--- src/design/capture_pair_frequency_meter_defines.svh ---
// Assertion macros for the capture pair frequency meter.
// Used by the RTL files that carry concurrent checks; expects clk_i and rst_ni in scope.
`ifndef CAPTURE_PAIR_FREQUENCY_METER_DEFINES_SVH
`define CAPTURE_PAIR_FREQUENCY_METER_DEFINES_SVH

`ifndef NO_ASSERTIONS

// Property that must hold at every clock edge outside reset.
`define CPFM_ASSERT(lbl, prop, msg) \
  lbl: assert property (@(posedge clk_i) disable iff (!rst_ni) (prop)) else $error(msg);

// Antecedent in one cycle implies consequent in the next.
`define CPFM_ASSERT_NEXT(lbl, ante, cons, msg) \
  lbl: assert property (@(posedge clk_i) disable iff (!rst_ni) (ante) |=> (cons)) \
    else $error(msg);

`else

`define CPFM_ASSERT(lbl, prop, msg)
`define CPFM_ASSERT_NEXT(lbl, ante, cons, msg)

`endif

`endif

--- src/design/cpfm_pkg.sv ---
// Shared types, widths and register codes of the capture pair frequency meter.
// No dependencies.
package cpfm_pkg;

  localparam int unsigned TickW  = 16;
  localparam int unsigned FreqW  = 24;
  localparam int unsigned LevelW = 2;
  localparam int unsigned NumRegs = 4;
  localparam int unsigned AddrW  = $clog2(NumRegs) + 2;
  localparam int unsigned DataW  = 32;
  localparam int unsigned DefaultQueueDepth = 2;

  localparam logic [FreqW-1:0] RateReset     = FreqW'(250000);
  localparam logic [FreqW-1:0] LevelOneReset = FreqW'(10);
  localparam logic [FreqW-1:0] LevelTwoReset = FreqW'(100);
  localparam logic [FreqW-1:0] LevelThrReset = FreqW'(1000);

  typedef logic [TickW-1:0]  tick_t;
  typedef logic [FreqW-1:0]  freq_t;
  typedef logic [LevelW-1:0] level_t;

  typedef enum logic [$clog2(NumRegs)-1:0] {
    RegTimerRate,
    RegLevelOne,
    RegLevelTwo,
    RegLevelThree
  } reg_idx_e;

  typedef enum logic [LevelW-1:0] {
    LevelZero,
    LevelOne,
    LevelTwo,
    LevelThree
  } level_e;

  // Configuration seen by the back end.
  typedef struct packed {
    freq_t rate;
    freq_t limit_one;
    freq_t limit_two;
    freq_t limit_three;
  } cfg_t;

  // Queue write side.
  typedef struct packed {
    logic  valid;
    tick_t ticks;
  } push_t;

  // Queue read side status.
  typedef struct packed {
    logic  valid;
    tick_t ticks;
  } head_t;

endpackage

--- src/design/cpfm_cap_if.sv ---
// Capture channel: valid/ready handshake carrying one timer capture per beat.
// Depends on cpfm_pkg.
interface cpfm_cap_if
  import cpfm_pkg::*;
();
  logic  valid;
  logic  ready;
  tick_t capture_time;

  modport source (output valid, output capture_time, input ready);
  modport sink   (input valid, input capture_time, output ready);
endinterface

--- src/design/cpfm_res_if.sv ---
// Result channel: valid/ready handshake carrying ticks, frequency and level per beat.
// Depends on cpfm_pkg.
interface cpfm_res_if
  import cpfm_pkg::*;
();
  logic   valid;
  logic   ready;
  tick_t  tick_count;
  freq_t  frequency_hz;
  level_t range_level;

  modport source (output valid, output tick_count, output frequency_hz,
                  output range_level, input ready);
  modport sink   (input valid, input tick_count, input frequency_hz,
                  input range_level, output ready);
endinterface

--- src/design/capture_pair_frequency_meter.sv ---
// Capture pair frequency meter: takes 16-bit timer captures in disjoint pairs. The first
// capture of a pair is stored and gives no result; the second gives one result beat with
// the tick difference mod 65536, timer_rate_hz / ticks (floor) and a range level 0..3
// from three limit registers tested in order. Zero ticks repeats the last frequency
// (0 after reset). A first capture is always accepted and only stored. A second capture is
// queued (QueueDepth entries); the back end pops it, runs the restoring one-bit-a-cycle
// divider and then loads the result register once that register is free; a zero-tick
// pair skips the divider. The divider sets the sustained rate.
// The capture side keeps accepting while the queue has room, even when a result waits.
// Registers on the APB port (byte address 4*i, 24 bits used, pready always high):
// 0 timer_rate_hz, 1 level_one_limit, 2 level_two_limit, 3 level_three_limit. Write them
// only with no pair in flight; the back end reads them live.
// Depends on cpfm_pkg, cpfm_cap_if, cpfm_res_if, cpfm_front, cpfm_queue, cpfm_back.
module capture_pair_frequency_meter
  import cpfm_pkg::*;
#(
  parameter int unsigned QueueDepth = DefaultQueueDepth
) (
  input  logic             clk_i,
  input  logic             rst_ni,
  input  logic             psel_i,
  input  logic             penable_i,
  input  logic             pwrite_i,
  input  logic [AddrW-1:0] paddr_i,
  input  logic [DataW-1:0] pwdata_i,
  output logic [DataW-1:0] prdata_o,
  output logic             pready_o,
  cpfm_cap_if.sink         cap,
  cpfm_res_if.source       res
);

  // --- configuration registers ---
  freq_t    rate_q, lim1_q, lim2_q, lim3_q;
  logic     wr_en;
  reg_idx_e reg_idx;
  freq_t    rd_val;
  cfg_t     cfg;

  assign pready_o = 1'b1;
  assign wr_en    = psel_i && penable_i && pwrite_i && pready_o;
  assign reg_idx  = reg_idx_e'(paddr_i[AddrW-1:2]);   // byte offset ignored

  always_ff @(posedge clk_i or negedge rst_ni) begin
    if (!rst_ni) begin
      rate_q <= RateReset;
      lim1_q <= LevelOneReset;
      lim2_q <= LevelTwoReset;
      lim3_q <= LevelThrReset;
    end else if (wr_en) begin
      unique case (reg_idx)
        RegTimerRate:  rate_q <= pwdata_i[FreqW-1:0];
        RegLevelOne:   lim1_q <= pwdata_i[FreqW-1:0];
        RegLevelTwo:   lim2_q <= pwdata_i[FreqW-1:0];
        RegLevelThree: lim3_q <= pwdata_i[FreqW-1:0];
        default: ;
      endcase
    end
  end

  always_comb begin
    unique case (reg_idx)
      RegTimerRate:  rd_val = rate_q;
      RegLevelOne:   rd_val = lim1_q;
      RegLevelTwo:   rd_val = lim2_q;
      RegLevelThree: rd_val = lim3_q;
      default:       rd_val = '0;
    endcase
  end

  assign prdata_o = {{(DataW - FreqW){1'b0}}, rd_val};

  assign cfg.rate        = rate_q;
  assign cfg.limit_one   = lim1_q;
  assign cfg.limit_two   = lim2_q;
  assign cfg.limit_three = lim3_q;

  // --- datapath: front pairs captures, queue decouples, back divides ---
  push_t push;
  head_t head;
  logic  q_ready;
  logic  pop;

  cpfm_front u_front (
    .clk_i     (clk_i),
    .rst_ni    (rst_ni),
    .cap       (cap),
    .q_ready_i (q_ready),
    .push_o    (push)
  );

  cpfm_queue #(
    .Depth (QueueDepth)
  ) u_queue (
    .clk_i   (clk_i),
    .rst_ni  (rst_ni),
    .push_i  (push),
    .ready_o (q_ready),
    .head_o  (head),
    .pop_i   (pop)
  );

  cpfm_back u_back (
    .clk_i  (clk_i),
    .rst_ni (rst_ni),
    .cfg_i  (cfg),
    .head_i (head),
    .pop_o  (pop),
    .res    (res)
  );

endmodule

--- src/design/cpfm_front.sv ---
// Front end: pairs incoming captures and pushes the tick difference to the queue.
// Depends on cpfm_pkg and cpfm_cap_if.
module cpfm_front
  import cpfm_pkg::*;
(
  input  logic          clk_i,
  input  logic          rst_ni,
  cpfm_cap_if.sink      cap,
  input  logic          q_ready_i,
  output push_t         push_o
);

  logic  awaiting_q, awaiting_d;
  tick_t first_q, first_d;
  logic  accept;

  // First captures never touch the queue, so only the second one waits for room.
  assign cap.ready = !awaiting_q || q_ready_i;
  assign accept    = cap.valid && cap.ready;

  always_comb begin
    awaiting_d = awaiting_q;
    first_d    = first_q;
    if (accept) begin
      awaiting_d = !awaiting_q;
      if (!awaiting_q) begin
        first_d = cap.capture_time;
      end
    end
  end

  assign push_o.valid = accept && awaiting_q;
  assign push_o.ticks = cap.capture_time - first_q;  // wraps mod 2^16

  always_ff @(posedge clk_i or negedge rst_ni) begin
    if (!rst_ni) begin
      awaiting_q <= 1'b0;
      first_q    <= '0;
    end else begin
      awaiting_q <= awaiting_d;
      first_q    <= first_d;
    end
  end

endmodule

--- src/design/cpfm_queue.sv ---
// Short tick queue between front and back end.
// Depends on cpfm_pkg and the assertion macro header.
`include "capture_pair_frequency_meter_defines.svh"

module cpfm_queue
  import cpfm_pkg::*;
#(
  parameter int unsigned Depth = DefaultQueueDepth
) (
  input  logic   clk_i,
  input  logic   rst_ni,
  input  push_t  push_i,
  output logic   ready_o,
  output head_t  head_o,
  input  logic   pop_i
);

  localparam int unsigned PtrW = (Depth > 1) ? $clog2(Depth) : 1;
  localparam int unsigned CntW = $clog2(Depth + 1);
  localparam logic [PtrW-1:0] LastPtr = PtrW'(Depth - 1);
  localparam logic [CntW-1:0] DepthCnt = CntW'(Depth);

  tick_t           mem_q [Depth];
  logic [PtrW-1:0] wr_q, wr_d, rd_q, rd_d;
  logic [CntW-1:0] cnt_q, cnt_d;
  logic            do_push, do_pop;

  assign ready_o      = (cnt_q != DepthCnt);
  assign head_o.valid = (cnt_q != '0);
  assign head_o.ticks = mem_q[rd_q];

  assign do_push = push_i.valid && ready_o;
  assign do_pop  = pop_i && head_o.valid;

  always_comb begin
    wr_d  = wr_q;
    rd_d  = rd_q;
    cnt_d = cnt_q;
    if (do_push) begin
      wr_d = (wr_q == LastPtr) ? '0 : wr_q + 1'b1;
    end
    if (do_pop) begin
      rd_d = (rd_q == LastPtr) ? '0 : rd_q + 1'b1;
    end
    if (do_push && !do_pop) begin
      cnt_d = cnt_q + 1'b1;
    end else if (do_pop && !do_push) begin
      cnt_d = cnt_q - 1'b1;
    end
  end

  always_ff @(posedge clk_i or negedge rst_ni) begin
    if (!rst_ni) begin
      wr_q  <= '0;
      rd_q  <= '0;
      cnt_q <= '0;
    end else begin
      wr_q  <= wr_d;
      rd_q  <= rd_d;
      cnt_q <= cnt_d;
    end
  end

  always_ff @(posedge clk_i) begin
    if (do_push) begin
      mem_q[wr_q] <= push_i.ticks;
    end
  end

  `CPFM_ASSERT(a_cnt_bound, cnt_q <= DepthCnt, "queue fill count above depth")
  `CPFM_ASSERT(a_no_overflow, !(push_i.valid && !ready_o), "push into full queue")
  `CPFM_ASSERT_NEXT(a_drain_empty, cnt_q == CntW'(1) && do_pop && !do_push, !head_o.valid,
                    "queue not empty after popping last entry")

endmodule

--- src/design/cpfm_back.sv ---
// Back end: bit-serial division of rate by ticks, range level and result register.
// Depends on cpfm_pkg and cpfm_res_if.
module cpfm_back
  import cpfm_pkg::*;
(
  input  logic          clk_i,
  input  logic          rst_ni,
  input  cfg_t          cfg_i,
  input  head_t         head_i,
  output logic          pop_o,
  cpfm_res_if.source    res
);

  localparam int unsigned Steps = FreqW;
  localparam int unsigned CntW  = $clog2(Steps);
  localparam logic [CntW-1:0] LastStep = CntW'(Steps - 1);

  typedef enum logic [1:0] {
    StIdle,
    StDiv,
    StDone
  } state_e;

  state_e          state_q;
  tick_t           ticks_q;
  tick_t           rem_q;
  freq_t           sr_q;    // dividend shifts out, quotient shifts in
  logic [CntW-1:0] cnt_q;
  freq_t           held_q;
  logic            out_valid_q;
  tick_t           out_ticks_q;
  freq_t           out_freq_q;
  level_t          out_level_q;

  logic [TickW:0]  trial;
  logic [TickW:0]  diff;
  logic            ge;
  tick_t           rem_next;
  freq_t           sr_next;
  level_e          level;
  logic            out_free;

  assign trial    = {rem_q, sr_q[FreqW-1]};
  assign diff     = trial - {1'b0, ticks_q};
  assign ge       = (trial >= {1'b0, ticks_q});
  assign rem_next = ge ? diff[TickW-1:0] : trial[TickW-1:0];
  assign sr_next  = {sr_q[FreqW-2:0], ge};

  // Limits are tested in order; the first one not reached decides.
  always_comb begin
    priority if (held_q < cfg_i.limit_one) begin
      level = LevelZero;
    end else if (held_q < cfg_i.limit_two) begin
      level = LevelOne;
    end else if (held_q < cfg_i.limit_three) begin
      level = LevelTwo;
    end else begin
      level = LevelThree;
    end
  end

  assign out_free = !out_valid_q || res.ready;
  assign pop_o    = (state_q == StIdle) && head_i.valid;

  assign res.valid        = out_valid_q;
  assign res.tick_count   = out_ticks_q;
  assign res.frequency_hz = out_freq_q;
  assign res.range_level  = out_level_q;

  always_ff @(posedge clk_i or negedge rst_ni) begin
    if (!rst_ni) begin
      state_q     <= StIdle;
      ticks_q     <= '0;
      rem_q       <= '0;
      sr_q        <= '0;
      cnt_q       <= '0;
      held_q      <= '0;
      out_valid_q <= 1'b0;
      out_ticks_q <= '0;
      out_freq_q  <= '0;
      out_level_q <= '0;
    end else begin
      // in StDone a taken beat is replaced below, so clear only elsewhere
      if (out_valid_q && res.ready && (state_q != StDone)) begin
        out_valid_q <= 1'b0;
      end
      unique case (state_q)
        StIdle: begin
          if (head_i.valid) begin
            ticks_q <= head_i.ticks;
            rem_q   <= '0;
            sr_q    <= cfg_i.rate;
            cnt_q   <= '0;
            // zero ticks: skip the divide, held frequency stands
            state_q <= (head_i.ticks == '0) ? StDone : StDiv;
          end
        end
        StDiv: begin
          rem_q <= rem_next;
          sr_q  <= sr_next;
          cnt_q <= cnt_q + 1'b1;
          if (cnt_q == LastStep) begin
            held_q  <= sr_next;
            state_q <= StDone;
          end
        end
        StDone: begin
          if (out_free) begin
            out_valid_q <= 1'b1;
            out_ticks_q <= ticks_q;
            out_freq_q  <= held_q;
            out_level_q <= level_t'(level);
            state_q     <= StIdle;
          end
        end
        default: begin
          state_q <= StIdle;
        end
      endcase
    end
  end

endmodule
--- src/flat_wrapper.sv ---
// flat-port wrapper written by rule: the top's interface ports become plain ports
module capture_pair_frequency_meter_flat import cpfm_pkg::*;
#(
  parameter int unsigned QueueDepth = DefaultQueueDepth
)
  (clk_i, rst_ni, psel_i, penable_i, pwrite_i, paddr_i, pwdata_i, prdata_o, pready_o, cap_valid, cap_capture_time, cap_ready, res_valid, res_tick_count, res_frequency_hz, res_range_level, res_ready);
  cpfm_cap_if cap_i ();
  cpfm_res_if res_i ();
  input  logic clk_i;
  input  logic rst_ni;
  input  logic psel_i;
  input  logic penable_i;
  input  logic pwrite_i;
  input  logic [AddrW-1:0] paddr_i;
  input  logic [DataW-1:0] pwdata_i;
  output logic [DataW-1:0] prdata_o;
  output logic pready_o;
  input wire logic [$bits(cap_i.valid)-1:0] cap_valid;
  input wire logic [$bits(cap_i.capture_time)-1:0] cap_capture_time;
  output wire logic [$bits(cap_i.ready)-1:0] cap_ready;
  output wire logic [$bits(res_i.valid)-1:0] res_valid;
  output wire logic [$bits(res_i.tick_count)-1:0] res_tick_count;
  output wire logic [$bits(res_i.frequency_hz)-1:0] res_frequency_hz;
  output wire logic [$bits(res_i.range_level)-1:0] res_range_level;
  input wire logic [$bits(res_i.ready)-1:0] res_ready;
  assign cap_i.valid = cap_valid;
  assign cap_i.capture_time = cap_capture_time;
  assign cap_ready = cap_i.ready;
  assign res_valid = res_i.valid;
  assign res_tick_count = res_i.tick_count;
  assign res_frequency_hz = res_i.frequency_hz;
  assign res_range_level = res_i.range_level;
  assign res_i.ready = res_ready;
  capture_pair_frequency_meter #(.QueueDepth(QueueDepth)) u_core (.clk_i(clk_i), .rst_ni(rst_ni), .psel_i(psel_i), .penable_i(penable_i), .pwrite_i(pwrite_i), .paddr_i(paddr_i), .pwdata_i(pwdata_i), .prdata_o(prdata_o), .pready_o(pready_o), .cap(cap_i), .res(res_i));
endmodule
--- config.mk ---
export PLATFORM = sky130hd
export DESIGN_NAME = capture_pair_frequency_meter_flat
export DESIGN_NICKNAME = d
export VERILOG_FILES = /design/src/design/cpfm_pkg.sv /design/src/design/cpfm_cap_if.sv /design/src/design/cpfm_res_if.sv /design/src/design/capture_pair_frequency_meter.sv /design/src/design/cpfm_front.sv /design/src/design/cpfm_queue.sv /design/src/design/cpfm_back.sv /design/src/flat_wrapper.sv
export VERILOG_INCLUDE_DIRS = /design/src /design/src/design
export SDC_FILE = /design/constraint.sdc
export NUM_CORES = 1
export LEC_CHECK = 0
export BUFFER_PORTS_ARGS = -buffer_cell sky130_fd_sc_hd__buf_4
export CAP_MARGIN = 10
export CORE_ASPECT_RATIO = 1.4
export CORE_UTILIZATION = 40
export CTS_CLUSTER_DIAMETER = 120
export DETAILED_ROUTE_END_ITERATION = 6
export HOLD_SLACK_MARGIN = 0.1
export PLACE_DENSITY = 0.6
export REMOVE_ABC_BUFFERS = 1
export SLEW_MARGIN = 20
export SYNTH_ARGS = -nofsm -noshare
export SYNTH_HDL_FRONTEND = slang
export SYNTH_SLANG_ARGS = --single-unit
--- constraint.sdc ---
create_clock -name clk_i -period 6 [get_ports clk_i]
set_input_delay 0.6 -clock clk_i [delete_from_list [all_inputs] [get_ports clk_i]]
set_output_delay 0.6 -clock clk_i [all_outputs]
set_load 0.03 [all_outputs]
# Word-level counts from Yosys, hierarchy flattened
# Memory sizes are Yosys's and may differ from the RTL's.
# Index checks and enable logic that the tools add are counted.
dict set report totals {
  reg_bits 247
  mem_bits_rw 32
  out_inout_bits 77
  wordCells 101
  mem_count 1
}
dict set report op_classes {
  add_sub_neg 7
  order_cmp 4
  eq_ne 11
  muxes 25
  bitwise_logic 1
  reduce_logical 33
}
# memory words word_bits read_ports rd_clocked_by_memory_dff write_ports line_no
set mem_list {}
lappend mem_list {u_core.u_queue.mem_q 2 16 1 0 1 cpfm_queue.sv:23} ;# tick_t mem_q [Depth];
# operator count
set op_table {}
lappend op_table {{$pmux W24 S4} 1}
lappend op_table {{$lt A24 B24 Y1} 3}
lappend op_table {{$pmux W24 S2} 1}
lappend op_table {{$mux W16} 2}
lappend op_table {{$pmux W16 S2} 1}
lappend op_table {{$sub A16 B16 Y16} 2}
lappend op_table {{$mux W24} 1}
lappend op_table {{$reduce_and A2 Y1} 9}
lappend op_table {{$ge A17 B16 Y1} 1}
lappend op_table {{$logic_not A16 Y1} 1}
lappend op_table {{$mux W2} 8}
lappend op_table {{$logic_and A1 B1 Y1} 11}
lappend op_table {{$ne A2 B2 Y1 const B} 5}
lappend op_table {{$pmux W5 S2} 1}
lappend op_table {{$mux W1} 8}
lappend op_table {{$eq A2 B2 Y1 const B} 3}
lappend op_table {{$pmux W2 S3} 1}
lappend op_table {{$reduce_bool A2 Y1} 3}
lappend op_table {{$add A5 B1 Y5 const B} 1}
lappend op_table {{$eq A5 B5 Y1 const B} 1}
lappend op_table {{$mux W5} 1}
lappend op_table {{$eq A2 B1 Y1 const B} 2}
lappend op_table {{$logic_not A1 Y1} 4}
lappend op_table {{$logic_not A2 Y1} 2}
lappend op_table {{other kinds (6)} 8}

# Logic depth before layout (Yosys ltp)
dict set report depth {
  ltp_word 9
  ltp_mapped 11
  depth_no_buf 10
}

# Modules after synthesis
# A second synthesis with hierarchy kept.
dict set report hier_totals {
  hier_cells 1367
  hier_area_um2 14949.3
}
# module n_inst cells_each area_each_um2
set modules_own_cells {}
lappend modules_own_cells {cpfm_back 1 864 7731.2}
lappend modules_own_cells {capture_pair_frequency_meter 1 250 4351.7}
lappend modules_own_cells {cpfm_front 1 185 1463.9}
lappend modules_own_cells {cpfm_queue 1 68 1402.6}

# Worst setup path before layout
# Ideal clock, no wire load.
dict set report synth_path {
  kind {input -> output}
  from {in paddr_i[2]}
  to {out prdata_o[10]}
  t_arrival_ps 1957
  t_required_ps 5400
  setup_slack_ps 3443
  path_stages 3
  path_buffers 2
  path_cell_list {clkbuf_1 > buf_2 > mux4_2}
}
dict set report synth_between {
  elab_chain_len 2
  word_cells_on_any_way 5
}
# item line_no
set synth_lines {}
lappend synth_lines {{from (decl)} flat_wrapper.sv:14} ;# input logic [AddrW-1:0] paddr_i;
lappend synth_lines {{$eq A2 B2 Y1, or another cell as far along} capture_pair_frequency_meter.sv:61} ;# unique case (reg_idx)
lappend synth_lines {{$pmux W24 S4 *} capture_pair_frequency_meter.sv:61}
lappend synth_lines {{to (decl)} flat_wrapper.sv:16} ;# output logic [DataW-1:0] prdata_o;
# Mark *: on every way between the ends. The rest lies on a longest branch, timed or not.

# Worst setup path in the final report
dict set report layout_path {
  from {reg u_core.u_back.ticks_q[2]}
  to {reg u_core.u_back.rem_q[13]}
}
dict set report layout_between {
  elab_chain_len 3
  word_cells_on_any_way 4
}
# item line_no
set layout_lines {}
lappend layout_lines {{from (decl)} cpfm_back.sv:25} ;# tick_t ticks_q;
lappend layout_lines {{from (signal assigned)} cpfm_back.sv:90} ;# ticks_q <= head_i.ticks;
lappend layout_lines {{$sub A16 B16 Y16 or $ge A17 B16 Y1 (tied branches)} {cpfm_back.sv:44, cpfm_back.sv:45}}
lappend layout_lines {{$mux W16 *} cpfm_back.sv:46} ;# assign rem_next = ge ? diff[TickW-1:0] : trial[TickW-1:0];
lappend layout_lines {{$pmux W16 S2 *} cpfm_back.sv:87} ;# unique case (state_q)
lappend layout_lines {{to (signal assigned)} cpfm_back.sv:99} ;# rem_q <= rem_next;
lappend layout_lines {{to (decl)} cpfm_back.sv:26} ;# tick_t rem_q;
# Marked as above.
# A chain may end at the register's enable or synchronous reset.

==> out/qor.txt <==
Run status - finished, final reports clean
RSZ-0062 raised after global routing - false
Pwr Density - 506 mW/mm^2
Data required, critical path - 6460 ps
Sink Count - 279
Final setup fails - 0
Mean area per synthesized cell - 10.8 sq um
CTS tree - yes
WL per Instance - 17.4 um
Most frequent cells in the layout - 229 x dfrtp_1, 214 x nand2_1, 128 x buf_4, 106 x inv_1, 102 x ha_1
Vias per inst - 5.18
Grt ovf - 0
Number of synthesized register bits - 279
Clock slew at reported path FFs - 60 ps
Critical path type - flip-flop to flip-flop
Die W - 163 um
Top cell type's share of synthesized area - 39.3%
Port-buffer cells - 116
Final worst path period need - 2940 ps
Max-cap violation count - 0
Worst Path Arrival - 3390 ps
Worst slew pin tran - 961 ps
Clk buf depth - 3
Number of H-tree levels - 1
Sequential share of the synthesized area - 49.1%
Yosys cell types - 71
Drt pass-1 iters - 5
Worst path slowest cell - o31a_1
Final antenna-violating net count - 0
Post-cts resize count - 0
Dpl hpwl - 23.6 mm
Via count - 10,094
Die ar. - 0.0373 sq mm
Routability-driven placement congestion ratio - 0.835
Worst Setup SP - u_core.u_back.ticks_q[2]
Clock Skew - 31.8 ps
Final period util - 48.9%
Largest cells by area after synthesis - dfrtp_1 39%, ha_1 8.7%, edfxtp_1 6.6%
All-Layer GR Usage - 18.6%
Largest net degree at the start of global routing - 94
DRC - 0
Post-CTS setup buffer count - 0
WP buf/inv - 2
Final Power - 8.58 mW
Async SR Flop Fraction - 88.5%
Share of cells above drive strength 1 - 20.7%
Final Hold Vio Count - 0
CTS Buf Count - 30
Dpl cells - 1,888
Initial DRC count - 507
Clock Tree Root - clkbuf_16
Crit-path max cell delay - 450 ps
Post-route cell area - 0.0169 sq mm
Levels on crit path - 10
Layout overhead on the synthesized area - 16.0%
Hold wc startpoint - cap_capture_time[9]
Post-Synthesis Cell Area - 0.0146 sq mm
Post-Synthesis Cells - 1,353
Initial Util - 40.6%
Post-synth EDFFs - 32
Setup TNS - 0 ps
DP Area - 0.0159 sq mm
Slew Limit Fails - 0
Cell row count - 82
Nets@finish - 1,623
Max-slew headroom - 35.9%
Max Fclk - 0.341 GHz
Leak Pwr - 7.96 nW
Worst-case reg-to-reg path depth - 10
I/O pin total - 136
Number of global-route vias before repair - 10,335
Worst setup margin - 3060 ps
Worst VDD drop - 0.000365 V
Dpl ws - 3090 ps
Largest area contributor in the netlist - dfrtp_1
Kind of cell adding the most delay to the critical path - compound AO/OA/AOI/OAI gates
Crit end category - flip-flop
Core region area - 0.0359 sq mm
Worst-skew pair later-pin latency - 590 ps
Global-route wire length before repair - 54.8 mm
Hold Crit Depth - 3
Cell Chain, Critical Path - inv_1 > ha_1 > o211ai_1 > a21oi_1 > or2_1 > a31oi_1 > o31a_1 > buf_4 > nand2b_1 > o21ai_1
Antenna violations before repair - 2
Chip height - 228 um
Synth Warn # - 0
Final cell count without fillers - 1,947
Worst hold path class - primary input to flip-flop
Reg-to-reg startpoint - u_core.u_back.ticks_q[2]
Main synth FF type - dfrtp_1
Crit path max fanout - 19
Final wirelength - 33.8 mm
Commonest non-fill, non-tap cell in the layout - dfrtp_1
Startpoint class of the critical path - flip-flop
per-layer routing:
| metal | wire, um | GRT usage, % |
|---|---|---|
| met5 | 12 | 0 |
| met4 | 813 | 5.52 |
| met3 | 1500 | 2.96 |
| met2 | 17400 | 33.2 |
| met1 | 14100 | 22.6 |
worst register-to-register path: stages (launching register included):
cell and delay [ps]:
dfrtp_1 340, inv_1 70, ha_1 360, o211ai_1 190, a21oi_1 80, or2_1 270, a31oi_1 370, o31a_1 450
buf_4 350, nand2b_1 240, o21ai_1 100
kinds of logic after synthesis:
family                     Yosys count  share of synthesized area [%]
muxes                              165                           14.2
AOI/OAI and AO/OA                  246                           10.0
other                                2                         0.0515
xor gates and xnor gates            35                           2.10
buffers and inverters              169                           4.83
adders and majority gates          104                           9.02
DFF                                279                           49.1
and+or+nand+nor                    353                           10.7
state kept, by name, indices dropped and copies added, names as in the netlist, 5 cells and up:
signal,flops
u_core.lim1_q,24
u_core.lim2_q,24
u_core.lim3_q,24
u_core.rate_q,24
u_core.u_back.cnt_q,5
u_core.u_back.held_q,24
u_core.u_back.rem_q,16
u_core.u_back.res.frequency_hz,24
u_core.u_back.res.tick_count,16
u_core.u_back.sr_q,24
u_core.u_back.ticks_q,16
u_core.u_front.first_q,16
u_core.u_queue.mem_q,32
metrics by stage:
stage / hold WS, ps / util, %
after floorplan: 304 / -
after global placement: 461 / 44.3
after detailed placement: 465 / 44.3
after CTS: 204 / 47.1
after global routing: 220 / 47.2
final: 234 / 47.2
worst paths after layout:
kind / end / slack [ps]
setup / recovery: u_core.u_back.rem_q[13] / 3060
hold / removal: u_core.u_front.first_q[9] / 230
setup reg to reg: u_core.u_back.rem_q[13] / 3060
hold reg to reg: u_core.u_back.res.frequency_hz[19] / 480
max in group asynchronous: u_core.lim2_q[2] / 4130
min in group asynchronous: u_core.u_back.held_q[19] / 610
power breakdown:
part,internal (mW),total [mW],switching (mW)
Combinational,1.58,3.57,1.99
Sequential,2.64,3.15,0.501
Clock,1.09,1.86,0.771
final cells by class:
cell class | count | area [sq um]
Sequential cell | 279 | 7160
Fill cell | 3372 | 19000
Clock inverter | 15 | 165
Tap cell | 462 | 578
Clock buffer | 41 | 822
Antenna cell | 1 | 2.50
Multi-Input combinational cell | 912 | 6800
Timing Repair Buffer | 131 | 1010
Inverter | 106 | 398
synth_stat cells (7+ instances only):
library cell and instances:
mux2_1 21, mux2i_1 43, clkbuf_1 36, nand4_1 11, nor4_1 8, o21ai_1 32, o21a_1 8, nand2b_1 18
nand2_1 215, a21o_1 8, inv_1 106, mux4_2 24, mux2_2 77, xor2_1 14, a21oi_1 50, ha_1 102
nor2_1 42, buf_2 8, nand3_1 21, nor3_1 10, edfxtp_1 32, dfstp_2 18, o21ai_0 97, xnor2_1 21
buf_4 9, buf_1 7, dfrtp_1 229
what timing repair did:
action	in CTS	in global routing
endpoints found under the setup margin	0	0
hold buffers	1	0
endpoints found under the hold margin	36	0
(Power assumes the default switching activity.)
